**src/hsl_color_tolerance_check_unit_defines.svh**
```systemverilog
// assertion macros for the top-level rtl file
`ifndef HSL_COLOR_TOLERANCE_CHECK_UNIT_DEFINES_SVH
`define HSL_COLOR_TOLERANCE_CHECK_UNIT_DEFINES_SVH

`ifndef SYNTHESIS
`define HSL_ASSERT(lbl, prop) \
    lbl: assert property (@(posedge i_clk) disable iff (!i_rst_n) prop) \
        else $error("hsl check failed");
`define HSL_ASSERT_RST(lbl, prop) \
    lbl: assert property (@(posedge i_clk) prop) \
        else $error("hsl reset check failed");
`else
`define HSL_ASSERT(lbl, prop)
`define HSL_ASSERT_RST(lbl, prop)
`endif

`endif

```
**src/hsl_ct_pkg.sv**
```systemverilog
`timescale 1ns / 1ps
`default_nettype none

package hsl_ct_pkg;

    localparam int HSL_MAX_DEF = 240;
    localparam int COMP_W      = 8;
    localparam int CFG_IDX_W   = 3;
    localparam int DEN_W       = 12;
    localparam int COMP_MAX    = 255;
    localparam int SUM_MAX     = 510;

    typedef enum logic [CFG_IDX_W-1:0] {
        CFG_STD_HUE       = 3'd0,
        CFG_STD_SAT       = 3'd1,
        CFG_STD_LIGHT     = 3'd2,
        CFG_HUE_TOL       = 3'd3,
        CFG_SAT_TOL       = 3'd4,
        CFG_LIGHT_TOL     = 3'd5,
        CFG_LOW_SAT_LIMIT = 3'd6
    } t_cfg_idx;

endpackage

`default_nettype wire

```
**src/hsl_ct_div.sv**
```systemverilog
`timescale 1ns / 1ps
`default_nettype none

// restoring divider, one quotient bit per register stage
module hsl_ct_div #(
    parameter int NW = 20,
    parameter int DW = 12,
    parameter int QW = 8
) (
    input  wire logic          i_clk,
    input  wire logic          i_en,
    input  wire logic [NW-1:0] i_num,
    input  wire logic [DW-1:0] i_den,
    output logic      [QW-1:0] o_quo
);

    logic [NW-1:0] r_rem [QW-1];
    logic [DW-1:0] r_den [QW-1];
    logic [QW-1:0] r_quo [QW];

    genvar k;
    generate
        for (k = 0; k < QW; k++) begin : g_stage
            logic [NW-1:0] w_rem_in;
            logic [DW-1:0] w_den_in;
            logic [QW-1:0] w_quo_in;
            logic [NW-1:0] w_trial;
            logic          w_bit;

            if (k == 0) begin : g_first
                assign w_rem_in = i_num;
                assign w_den_in = i_den;
                assign w_quo_in = '0;
            end else begin : g_next
                assign w_rem_in = r_rem[k-1];
                assign w_den_in = r_den[k-1];
                assign w_quo_in = r_quo[k-1];
            end

            assign w_trial = NW'(w_den_in) << (QW - 1 - k);
            assign w_bit   = (w_rem_in >= w_trial);

            always_ff @(posedge i_clk) begin
                if (i_en) begin
                    r_quo[k] <= (w_quo_in << 1) | QW'(w_bit);
                end
            end

            if (k < QW - 1) begin : g_keep
                always_ff @(posedge i_clk) begin
                    if (i_en) begin
                        r_rem[k] <= w_bit ? (w_rem_in - w_trial) : w_rem_in;
                        r_den[k] <= w_den_in;
                    end
                end
            end
        end
    endgenerate

    assign o_quo = r_quo[QW-1];

endmodule

`default_nettype wire

```
**src/hsl_color_tolerance_check_unit.sv**
```systemverilog
`timescale 1ns / 1ps
`default_nettype none

// RGB to HSL converter with a tolerance check against a programmed standard
// color. One pixel word enters and one result word leaves per clock unless
// stalled. Pixels pass stage a, stage b, the restoring dividers (one quotient
// bit per stage) and the output stage. The whole pipeline holds while a result
// waits under o_stall-back from i_stall. Registers are written through the cfg
// port (always ready) only while idle, a rule the block itself does not enforce.
module hsl_color_tolerance_check_unit #(
    parameter int HSL_MAX = hsl_ct_pkg::HSL_MAX_DEF
) (
    input  wire logic                             i_clk,
    input  wire logic                             i_rst_n,
    input  wire logic                             i_valid,
    output logic                                  o_stall,
    input  wire logic [hsl_ct_pkg::COMP_W-1:0]    i_red,
    input  wire logic [hsl_ct_pkg::COMP_W-1:0]    i_green,
    input  wire logic [hsl_ct_pkg::COMP_W-1:0]    i_blue,
    output logic                                  o_valid,
    input  wire logic                             i_stall,
    output logic [hsl_ct_pkg::COMP_W-1:0]         o_hue,
    output logic [hsl_ct_pkg::COMP_W-1:0]         o_saturation,
    output logic [hsl_ct_pkg::COMP_W-1:0]         o_lightness,
    output logic                                  o_matches_res,
    input  wire logic                             i_cfg_valid,
    output logic                                  o_cfg_ready,
    input  wire logic [hsl_ct_pkg::CFG_IDX_W-1:0] i_cfg_index,
    input  wire logic [hsl_ct_pkg::COMP_W-1:0]    i_cfg_data
);

    localparam int CW     = hsl_ct_pkg::COMP_W;
    localparam int DW     = hsl_ct_pkg::DEN_W;
    localparam int QW     = $clog2(HSL_MAX + 1);
    localparam int NW_VAL = $clog2(3060 * HSL_MAX + 1532);
    localparam int NW     = (NW_VAL > DW + QW) ? NW_VAL : DW + QW;

    // configuration
    logic [CW-1:0] r_std_hue, r_std_sat, r_std_light;
    logic [CW-1:0] r_hue_tol, r_sat_tol, r_light_tol, r_low_sat_limit;

    assign o_cfg_ready = 1'b1;

    always_ff @(posedge i_clk) begin
        if (!i_rst_n) begin
            r_std_hue       <= '0;
            r_std_sat       <= '0;
            r_std_light     <= '0;
            r_hue_tol       <= '0;
            r_sat_tol       <= '0;
            r_light_tol     <= '0;
            r_low_sat_limit <= '0;
        end else if (i_cfg_valid && o_cfg_ready) begin
            case (hsl_ct_pkg::t_cfg_idx'(i_cfg_index))
                hsl_ct_pkg::CFG_STD_HUE:       r_std_hue       <= i_cfg_data;
                hsl_ct_pkg::CFG_STD_SAT:       r_std_sat       <= i_cfg_data;
                hsl_ct_pkg::CFG_STD_LIGHT:     r_std_light     <= i_cfg_data;
                hsl_ct_pkg::CFG_HUE_TOL:       r_hue_tol       <= i_cfg_data;
                hsl_ct_pkg::CFG_SAT_TOL:       r_sat_tol       <= i_cfg_data;
                hsl_ct_pkg::CFG_LIGHT_TOL:     r_light_tol     <= i_cfg_data;
                hsl_ct_pkg::CFG_LOW_SAT_LIMIT: r_low_sat_limit <= i_cfg_data;
                default: ;
            endcase
        end
    end

    // global pipeline advance
    logic w_en;
    assign w_en    = !o_valid || !i_stall;
    assign o_stall = !w_en;

    // stage a: max, min, range, sum
    logic [CW-1:0] w_mx, w_mn;
    logic [CW-1:0] r_a_r, r_a_g, r_a_b, r_a_d;
    logic [CW:0]   r_a_sum;
    logic          r_a_rmax, r_a_gmax, r_a_v;

    always_comb begin
        w_mx = i_red;
        w_mn = i_red;
        if (i_green > w_mx) w_mx = i_green;
        if (i_blue > w_mx)  w_mx = i_blue;
        if (i_green < w_mn) w_mn = i_green;
        if (i_blue < w_mn)  w_mn = i_blue;
    end

    always_ff @(posedge i_clk) begin
        if (w_en) begin
            r_a_r    <= i_red;
            r_a_g    <= i_green;
            r_a_b    <= i_blue;
            r_a_d    <= w_mx - w_mn;
            r_a_sum  <= (CW+1)'(w_mx) + (CW+1)'(w_mn);
            r_a_rmax <= (i_red == w_mx);
            r_a_gmax <= (i_green == w_mx);
        end
    end

    // stage b: numerators and denominators
    logic [11:0]   w_n, w_nw;
    logic [CW:0]   w_sden;
    logic          w_grey;
    logic [NW-1:0] r_b_hnum, r_b_snum, r_b_lnum;
    logic [DW-1:0] r_b_hden, r_b_sden;
    logic          r_b_v;

    always_comb begin
        if (r_a_rmax) begin
            w_n = 12'(r_a_g) - 12'(r_a_b);
        end else if (r_a_gmax) begin
            w_n = (12'(r_a_d) << 1) + 12'(r_a_b) - 12'(r_a_r);
        end else begin
            w_n = (12'(r_a_d) << 2) + 12'(r_a_r) - 12'(r_a_g);
        end
        // negative sixths wrap by a full turn
        w_nw   = w_n[11] ? (w_n + 12'(r_a_d) * 12'd6) : w_n;
        w_sden = (r_a_sum < (CW+1)'(hsl_ct_pkg::COMP_MAX)) ? r_a_sum
               : (CW+1)'(hsl_ct_pkg::SUM_MAX) - r_a_sum;
        w_grey = (r_a_d == '0);
    end

    always_ff @(posedge i_clk) begin
        if (w_en) begin
            r_b_lnum <= NW'(r_a_sum) * NW'(HSL_MAX) + NW'(hsl_ct_pkg::COMP_MAX);
            if (w_grey) begin
                r_b_hnum <= '0;
                r_b_hden <= DW'(1);
                r_b_snum <= '0;
                r_b_sden <= DW'(1);
            end else begin
                r_b_hnum <= NW'(w_nw) * NW'(2 * HSL_MAX) + NW'(r_a_d) * NW'(6);
                r_b_hden <= DW'(r_a_d) * DW'(12);
                r_b_snum <= NW'(r_a_d) * NW'(2 * HSL_MAX) + NW'(w_sden);
                r_b_sden <= DW'(w_sden) << 1;
            end
        end
    end

    // dividers
    logic [QW-1:0] w_hue_q, w_sat_q, w_light_q;

    hsl_ct_div #(.NW(NW), .DW(DW), .QW(QW)) u_div_hue (
        .i_clk (i_clk), .i_en (w_en),
        .i_num (r_b_hnum), .i_den (r_b_hden), .o_quo (w_hue_q)
    );

    hsl_ct_div #(.NW(NW), .DW(DW), .QW(QW)) u_div_sat (
        .i_clk (i_clk), .i_en (w_en),
        .i_num (r_b_snum), .i_den (r_b_sden), .o_quo (w_sat_q)
    );

    // lightness divisor is fixed: reciprocal product, then delayed to line up
    localparam int     LS = NW + 9;
    localparam longint LK = ((longint'(1) << LS) + longint'(hsl_ct_pkg::SUM_MAX) - 1)
                          / longint'(hsl_ct_pkg::SUM_MAX);

    logic [2*NW:0] w_lprod;
    logic [QW-1:0] r_lq [QW];

    assign w_lprod = (2*NW+1)'(r_b_lnum) * (2*NW+1)'(LK);

    always_ff @(posedge i_clk) begin
        if (w_en) begin
            r_lq[0] <= w_lprod[LS +: QW];
            for (int k = 1; k < QW; k++) begin
                r_lq[k] <= r_lq[k-1];
            end
        end
    end

    assign w_light_q = r_lq[QW-1];

    // window test with wrap around the period
    function automatic logic in_win(input logic [QW-1:0] v,
                                    input logic [CW-1:0] sv,
                                    input logic [CW-1:0] tol);
        logic signed [12:0] lo, hi, per, rv;
        lo  = $signed(13'(sv)) - $signed(13'(tol));
        hi  = $signed(13'(sv)) + $signed(13'(tol));
        per = $signed(13'(HSL_MAX));
        rv  = $signed(13'(v));
        if (lo <= 0) begin
            in_win = (rv >= per + lo) || (rv <= hi);
        end else if (hi >= per) begin
            in_win = (rv <= hi - per) || (rv >= lo);
        end else begin
            in_win = (rv >= lo) && (rv <= hi);
        end
    endfunction

    logic w_pass;
    always_comb begin
        if (r_std_sat < r_low_sat_limit) begin
            w_pass = in_win(w_light_q, r_std_light, r_light_tol) &&
                     in_win(w_sat_q, r_std_sat, r_sat_tol);
        end else begin
            w_pass = in_win(w_hue_q, r_std_hue, r_hue_tol);
        end
    end

    // output stage
    logic [QW-1:0] r_hue, r_sat, r_light;
    logic          r_pass, r_ov;
    logic [QW-1:0] r_vq;

    always_ff @(posedge i_clk) begin
        if (w_en) begin
            r_hue   <= w_hue_q;
            r_sat   <= w_sat_q;
            r_light <= w_light_q;
            r_pass  <= w_pass;
        end
    end

    always_ff @(posedge i_clk) begin
        if (!i_rst_n) begin
            r_a_v <= 1'b0;
            r_b_v <= 1'b0;
            r_vq  <= '0;
            r_ov  <= 1'b0;
        end else if (w_en) begin
            r_a_v <= i_valid;
            r_b_v <= r_a_v;
            r_vq  <= (r_vq << 1) | QW'(r_b_v);
            r_ov  <= r_vq[QW-1];
        end
    end

    assign o_valid       = r_ov;
    assign o_hue         = CW'(r_hue);
    assign o_saturation  = CW'(r_sat);
    assign o_lightness   = CW'(r_light);
    assign o_matches_res = r_pass;

`include "hsl_color_tolerance_check_unit_defines.svh"

    `HSL_ASSERT(a_hue_range, o_valid |-> (r_hue <= QW'(HSL_MAX)))
    `HSL_ASSERT(a_sat_range, o_valid |-> (r_sat <= QW'(HSL_MAX)))
    `HSL_ASSERT(a_light_range, o_valid |-> (r_light <= QW'(HSL_MAX)))
    `HSL_ASSERT(a_grey_zero, (r_a_v && w_en && w_grey) |=> (r_b_hnum == '0 && r_b_snum == '0))
    `HSL_ASSERT_RST(a_reset_clear, !i_rst_n |=> (!o_valid && r_vq == '0))

endmodule

`default_nettype wire

```
**config.mk**
```make
export PLATFORM = sky130hd
export DESIGN_NAME = hsl_color_tolerance_check_unit
export DESIGN_NICKNAME = d
export VERILOG_FILES = /design/src/hsl_ct_pkg.sv /design/src/hsl_ct_div.sv /design/src/hsl_color_tolerance_check_unit.sv
export VERILOG_INCLUDE_DIRS = /design/src /design/src/src
export SDC_FILE = /design/constraint.sdc
export NUM_CORES = 2
export LEC_CHECK = 0
export ABC_AREA = 1
export ABC_CLOCK_PERIOD_IN_PS = 29600
export BUFFER_PORTS_ARGS = -buffer_cell sky130_fd_sc_hd__clkbuf_2
export CAP_MARGIN = 20
export CORE_UTILIZATION = 65
export DETAILED_ROUTE_END_ITERATION = 16
export MAX_ROUTING_LAYER = met4
export PLACE_DENSITY = 0.82
export SYNTH_ARGS = -nofsm -noshare
export SYNTH_HDL_FRONTEND = slang
export SYNTH_SLANG_ARGS = --single-unit
export TNS_END_PERCENT = 50
```
**constraint.sdc**
```tcl
create_clock -name i_clk -period 29.6 [get_ports i_clk]
set_input_delay 2.96 -clock i_clk [delete_from_list [all_inputs] [get_ports i_clk]]
set_output_delay 2.96 -clock i_clk [all_outputs]
set_load 0.02 [all_outputs]
```
# ---- After elaboration in Yosys (flattened, before gate mapping)
# Memories as Yosys holds them, arrays and structs flattened.
# Cells that the tools add are included.
dict set report word_totals {
  reg_bits 219
  mem_bits_rw 640
  memories 7
}
# name depth width read_ports rd_ports_with_merged_regs wr line
set mem_list {}
lappend mem_list {u_div_hue.r_rem 7 20 7 0 7 hsl_ct_div.sv:17} ;# logic [NW-1:0] r_rem [QW-1];
lappend mem_list {u_div_sat.r_rem 7 20 7 0 7 hsl_ct_div.sv:17}
lappend mem_list {u_div_hue.r_den 7 12 7 0 7 hsl_ct_div.sv:18} ;# logic [DW-1:0] r_den [QW-1];
lappend mem_list {u_div_sat.r_den 7 12 7 0 7 hsl_ct_div.sv:18}
lappend mem_list {r_lq 8 8 8 0 8 hsl_color_tolerance_check_unit.sv:158} ;# logic [QW-1:0] r_lq [QW];
lappend mem_list {u_div_hue.r_quo 8 8 8 0 8 hsl_ct_div.sv:19} ;# logic [QW-1:0] r_quo [QW];
lappend mem_list {{1 more memories} -- -- -- -- -- --}
dict set report classes {
  add_sub_neg 38
  mul 7
  magnitude_cmp 40
  n_eq_ne 8
  mux 35
  bitwise 15
  reduce_logical 23
}
# operator n
set op_table {}
lappend op_table {{$mux 20} 14}
lappend op_table {{$or 8x1->8} 15}
lappend op_table {{$ge 20x12->1} 2}
lappend op_table {{$ge 20x13->1} 2}
lappend op_table {{$ge 20x14->1} 2}
lappend op_table {{$ge 20x15->1} 2}
lappend op_table {{$ge 20x16->1} 2}
lappend op_table {{$ge 20x17->1} 2}
lappend op_table {{$ge 20x18->1} 2}
lappend op_table {{$ge 20x19->1} 2}
lappend op_table {{$sub 20x13->20} 2}
lappend op_table {{$sub 20x14->20} 2}
lappend op_table {{$sub 20x15->20} 2}
lappend op_table {{$sub 20x16->20} 2}
lappend op_table {{$sub 20x17->20} 2}
lappend op_table {{$sub 20x18->20} 2}
lappend op_table {{$sub 20x19->20} 2}
lappend op_table {{$mul 20x21->37 const B} 1}
lappend op_table {{$add 8x8->9} 4}
lappend op_table {{$mux 12} 3}
lappend op_table {{$sub 8x8->9} 4}
lappend op_table {{$mux 8} 4}
lappend op_table {{$add 9x9->10 const A} 3}
lappend op_table {{$ge 9x10->1} 3}
lappend op_table {{other kinds (35)} 85}

# ---- Longest topological paths before layout
dict set report logic_depth {
  depth_word 9
  ltp_mapped 45
  mapped_depth_nobuf 45
}

# ---- Cells and area by module
# From an unflattened synthesis, not the netlist that was laid out.
dict set report hier_totals {
  cells_unflattened 6622
  hier_area_um2 55981.2
}
# mod n_inst cells_each area_each_um2
set modules_own_cells {}
lappend modules_own_cells {hsl_color_tolerance_check_unit 1 3102 24526.0}
lappend modules_own_cells {{hsl_ct_div (u_div_hue)} 1 1777 15740.1}
lappend modules_own_cells {{hsl_ct_div (u_div_sat)} 1 1743 15715.1}

# ---- Worst setup path after synthesis
# Ideal clock, no wire load.
dict set report synth_timing {
  kind {input -> register}
  startpoint {input port i_stall}
  endpoint {register r_hue[0] (netlist: o_hue[0]), enable pin}
  setup_ps 1237
  t_arrival_ps 20080
  required_ps 28363
  setup_slack_ps 8283
  stages 2
  path_buffers 1
  cell_sequence {nand2_1 -> clkbuf_1}
}
dict set report synth_via {
  elab_chain_len 2
}
# item line
set synth_lines {}
lappend synth_lines {{start, declared} hsl_color_tolerance_check_unit.sv:21} ;# input wire logic i_stall,
lappend synth_lines {{$logic_not 1->1} hsl_color_tolerance_check_unit.sv:69} ;# assign w_en = !o_valid || !i_stall;
lappend synth_lines {{$logic_or 1x1->1} hsl_color_tolerance_check_unit.sv:69}
lappend synth_lines {{end signal, assigned} hsl_color_tolerance_check_unit.sv:208} ;# r_hue <= w_hue_q;
lappend synth_lines {{end, declared} hsl_color_tolerance_check_unit.sv:202} ;# logic [QW-1:0] r_hue, r_sat, r_light;
# No other way between the ends.
# A chain may end at the register's enable or synchronous reset.

# ---- Worst setup path after layout
dict set report layout_timing {
  startpoint {register r_a_d[0]}
  endpoint {register r_b_hnum[19] (data pin)}
}
dict set report layout_via {
  elab_chain_len 8
  word_cells_on_any_way 13
  classes_between {6 x add/sub; 3 x mul; 3 x mux; 1 x reduce/logical}
}
# item line
set layout_lines {}
lappend layout_lines {{start, declared} hsl_color_tolerance_check_unit.sv:74} ;# logic [CW-1:0] r_a_r, r_a_g, r_a_b, r_a_d;
lappend layout_lines {{start signal, assigned} hsl_color_tolerance_check_unit.sv:92} ;# r_a_d <= w_mx - w_mn;
lappend layout_lines {{$add 10x8->11 or $add 9x8->10 (tied branches)} {hsl_color_tolerance_check_unit.sv:113, hsl_color_tolerance_check_unit.sv:111}}
lappend layout_lines {{$sub 11x8->12 or $sub 10x8->11 (tied branches)} {hsl_color_tolerance_check_unit.sv:113, hsl_color_tolerance_check_unit.sv:111}}
lappend layout_lines {{$mux 12} hsl_color_tolerance_check_unit.sv:110} ;# end else if (r_a_gmax) begin
lappend layout_lines {{$mux 12} hsl_color_tolerance_check_unit.sv:108} ;# if (r_a_rmax) begin
lappend layout_lines {{$add 12x11->12} hsl_color_tolerance_check_unit.sv:116} ;# w_nw = w_n[11] ? (w_n + 12'(r_a_d) * 12'd6) : w_n;
lappend layout_lines {{$mux 12} hsl_color_tolerance_check_unit.sv:116}
lappend layout_lines {{$mul 12x4->15} hsl_color_tolerance_check_unit.sv:131} ;# r_b_hnum <= NW'(w_nw) * NW'(2 * HSL_MAX) + NW'(r_a_d) * NW'(6);
lappend layout_lines {{$add 20x11->20} hsl_color_tolerance_check_unit.sv:131}
lappend layout_lines {{end signal, assigned} hsl_color_tolerance_check_unit.sv:131}
lappend layout_lines {{end, declared} hsl_color_tolerance_check_unit.sv:103} ;# logic [NW-1:0] r_b_hnum, r_b_snum, r_b_lnum;
# Several ways; a longest one is shown, not always the timed one.

==> impl_metrics.toml <==
[status]
outcome = "finished clean"

[setup_path]
regToRegStartpoint = "r_a_d[0]"
cp.arrival_ns = 8.14
rr_worst_depth = 35
crit_slowest_cell = "edfxtp_1"
start_kind = "flip-flop"
rrSetupSlack_ns = 21.84
cp_common_cell = "inv_1"
reg2reg_to = "r_b_hnum[19]"
required_ns = 29.98
max_stage_delay_ns = 0.74
crit_type = "reg2reg"
crit_path_end_kind = "flip-flop"
cp_max_fo = 10

[synthesis]
syn_inst = 5509
synth-seq-cells = 694
ys_async_sr_fraction_pct = 0
ys_warn_count = 0
synth_top_area_share_pct = 38.7
synth_seq_area_share_pct = 41.5
syn_area_mm2 = 0.0486
synthesis.nets = 6203
synth.distinct_cells = 69
synth_area_per_cell_um2 = 8.82
yosysTopAreaCell = "edfxtp_1"
synth_area_leaders = "edfxtp_1 (39%), ha_1 (15%), nand2_1 (8.2%), inv_1 (6.6%), a21oi_1 (4.0%)"
synth_edf_count = 627
synth_ff_type = "edfxtp_1"

[clock_network]
post_cts_buffers = 0
cts.sinks = 694
root_buffer = "clkbuf_16"
cts_resized = 0
clk_pin_slew_ns = 0.07
clk_path_buf_depth = 3
cts_tree = "built"
numCtsBuffers = 74
clk_latency_ns = 0.64
ctsHtreeMaxLevel = 3
postCtsHoldBufs = 0

[timing]
clock.fmax_mhz = 129
finalHoldViolCount = 0
setup_viol = 0
tightest_slew_ns = 0.999
layout_setup_ws_ns = 21.84
drv_slew = 0
rsz0062_at_grt = "false"
setup_tns_ns = 0
period_minus_slack_ns = 7.76
slew_headroom_pct = 33.4
whs_ns = 0.411
skew_ns = 0.0282
finalCritPeriodShare_pct = 26.2

[placed_design]
post-place-ws_ns = 21.70
place_hpwl_mm = 78.6
gp_congestion = 0.969
io_buffers = 66
placed_area_mm2 = 0.0498

[routing]
first_iter_violations = 2723
viasPerCell = 5.63
vias = 37200
drtAntennaViolNets = 0
drt-total-wl_mm = 102
first_pass_iters = 6
routedWlPerCell_um = 15.5
drc = 0

[layout]
diodes = 0
mostFrequentLayoutCells = "nand2_1 (1063), inv_1 (850), edfxtp_1 (627), ha_1 (574), nor2_1 (444)"
fill_cells = 5410
final_common_cell = "nand2_1"
final_area_mm2 = 0.0523
final_nets = 6287
synthToLayoutAreaGrowth_pct = 7.65
multi_input_area_mm2 = 0.0248
drive_gt1_share_pct = 5.27
ff_latch_area_mm2 = 0.0202

[floorplanning]
row_count = 99
die-area_mm2 = 0.0759
fp.coreArea_mm2 = 0.0735
initial_core_util_pct = 66.2
ios = 68
die-width_um = 275
die_h_um = 275

[min_path]
hp-start = "u_div_hue.r_quo[0][25]"
whs_path_depth = 0
hold_path.class = "reg2reg"
worstHoldEndpoint = "u_div_hue.r_quo[1][2]"

[grt]
grt_pass1_vias = 35700
antenna_found_initial = 0
grt_max_degree = 86
grt_use_total_pct = 28.1
grt_first_pass_wirelength_mm = 169
grt_overflow = 0

[job]
drv_cap = 0
==> registers in the layout, indices dropped and copies added (netlist names), 9 cells and up <==
| signal | flops |
|---|---|
| r_b_sden | 9 |
| u_div_sat.r_rem | 134 |
| r_b_hden | 10 |
| u_div_sat.r_den | 39 |
| u_div_sat.r_quo | 36 |
| r_b_snum | 13 |
| u_div_hue.r_den | 67 |
| r_b_lnum | 14 |
| u_div_hue.r_quo | 36 |
| u_div_hue.r_rem | 123 |
| r_lq | 64 |
| r_b_hnum | 15 |
==> Yosys cell counts (all sizes together) (12+ instances only) <==
cell    number
a21boi      13
a21o        27
a21oi      395
a31oi       32
buf         47
clkbuf      23
dfxtp       67
edfxtp     627
fa          80
ha         574
inv        864
nand2     1090
nand3      300
nand3b      18
nand4      104
nor2       455
nor3        65
nor4        15
o211ai      15
o21a        12
o21ai      353
o21bai      19
or2         26
xnor2       92
xor2       149
==> kinds of logic after synthesis <==
| kind of cell | share of synthesized area, % |
|---|---|
| AOI/OAI and AO/OA | 10.2 |
| xor gates and xnor gates | 4.34 |
| adders and majority gates | 18.1 |
| buffers and inverters | 7.56 |
| DFF | 41.5 |
| other | 0.00772 |
| and+or+nand+nor | 18.3 |
==> layout make-up <==
type	count	share of cell area, %
multi-input combinational	3876	47.3
clock inverter	39	0.928
sequential	694	38.6
clock buffer	95	3.81
inverter	869	6.24
timing repair buffer	78	0.842
tap	959	2.29
==> per-stage QoR <==
stage | utilization, % | instances
final | 71.2 | 6610
after global routing | 71.2 | 6610
after CTS | 71.2 | 6608
after detailed placement | 67.8 | 6474
after global placement | 67.8 | 6474
after floorplan | - | 5509
==> metal layers <==
metal / GRT usage (%) / part of all wire [%] / vias up
met5: - / 0 / -
met4: 9.83 / 3.2 / 0
met3: 2.99 / 4.9 / 221
met2: 47.9 / 49 / 998
met1: 34.6 / 43 / 17200
li1: - / - / 18800
==> worst max-delay path by stage <==
stage               startpoint            to  slack [ns]  depth (start not counted)
global route          r_a_d[0]  r_b_hnum[19]       21.21                         35
finish                r_a_d[0]  r_b_hnum[19]       21.84                         35
detailed placement    i_red[7]      r_a_d[7]       21.70                         24
CTS                   r_a_d[0]  r_b_hnum[19]       21.83                         35
floorplan              i_stall      o_hue[0]        8.28                          2
global placement      i_red[7]      r_a_d[7]       21.81                         26
==> worst max-delay path, delay by kind of cell, from the launching register on <==
kind,cells,cell delay [ns]
adders and majority gates,8,3.17
and+or+nand+nor,11,1.13
xor gates and xnor gates,3,0.44
DFF,1,0.74
buffers and inverters,7,0.86
AOI/OAI and AO/OA,6,1.16
Power is not shown: default switching activity piles up to over one toggle a cycle in this logic, so the estimate is an artifact.
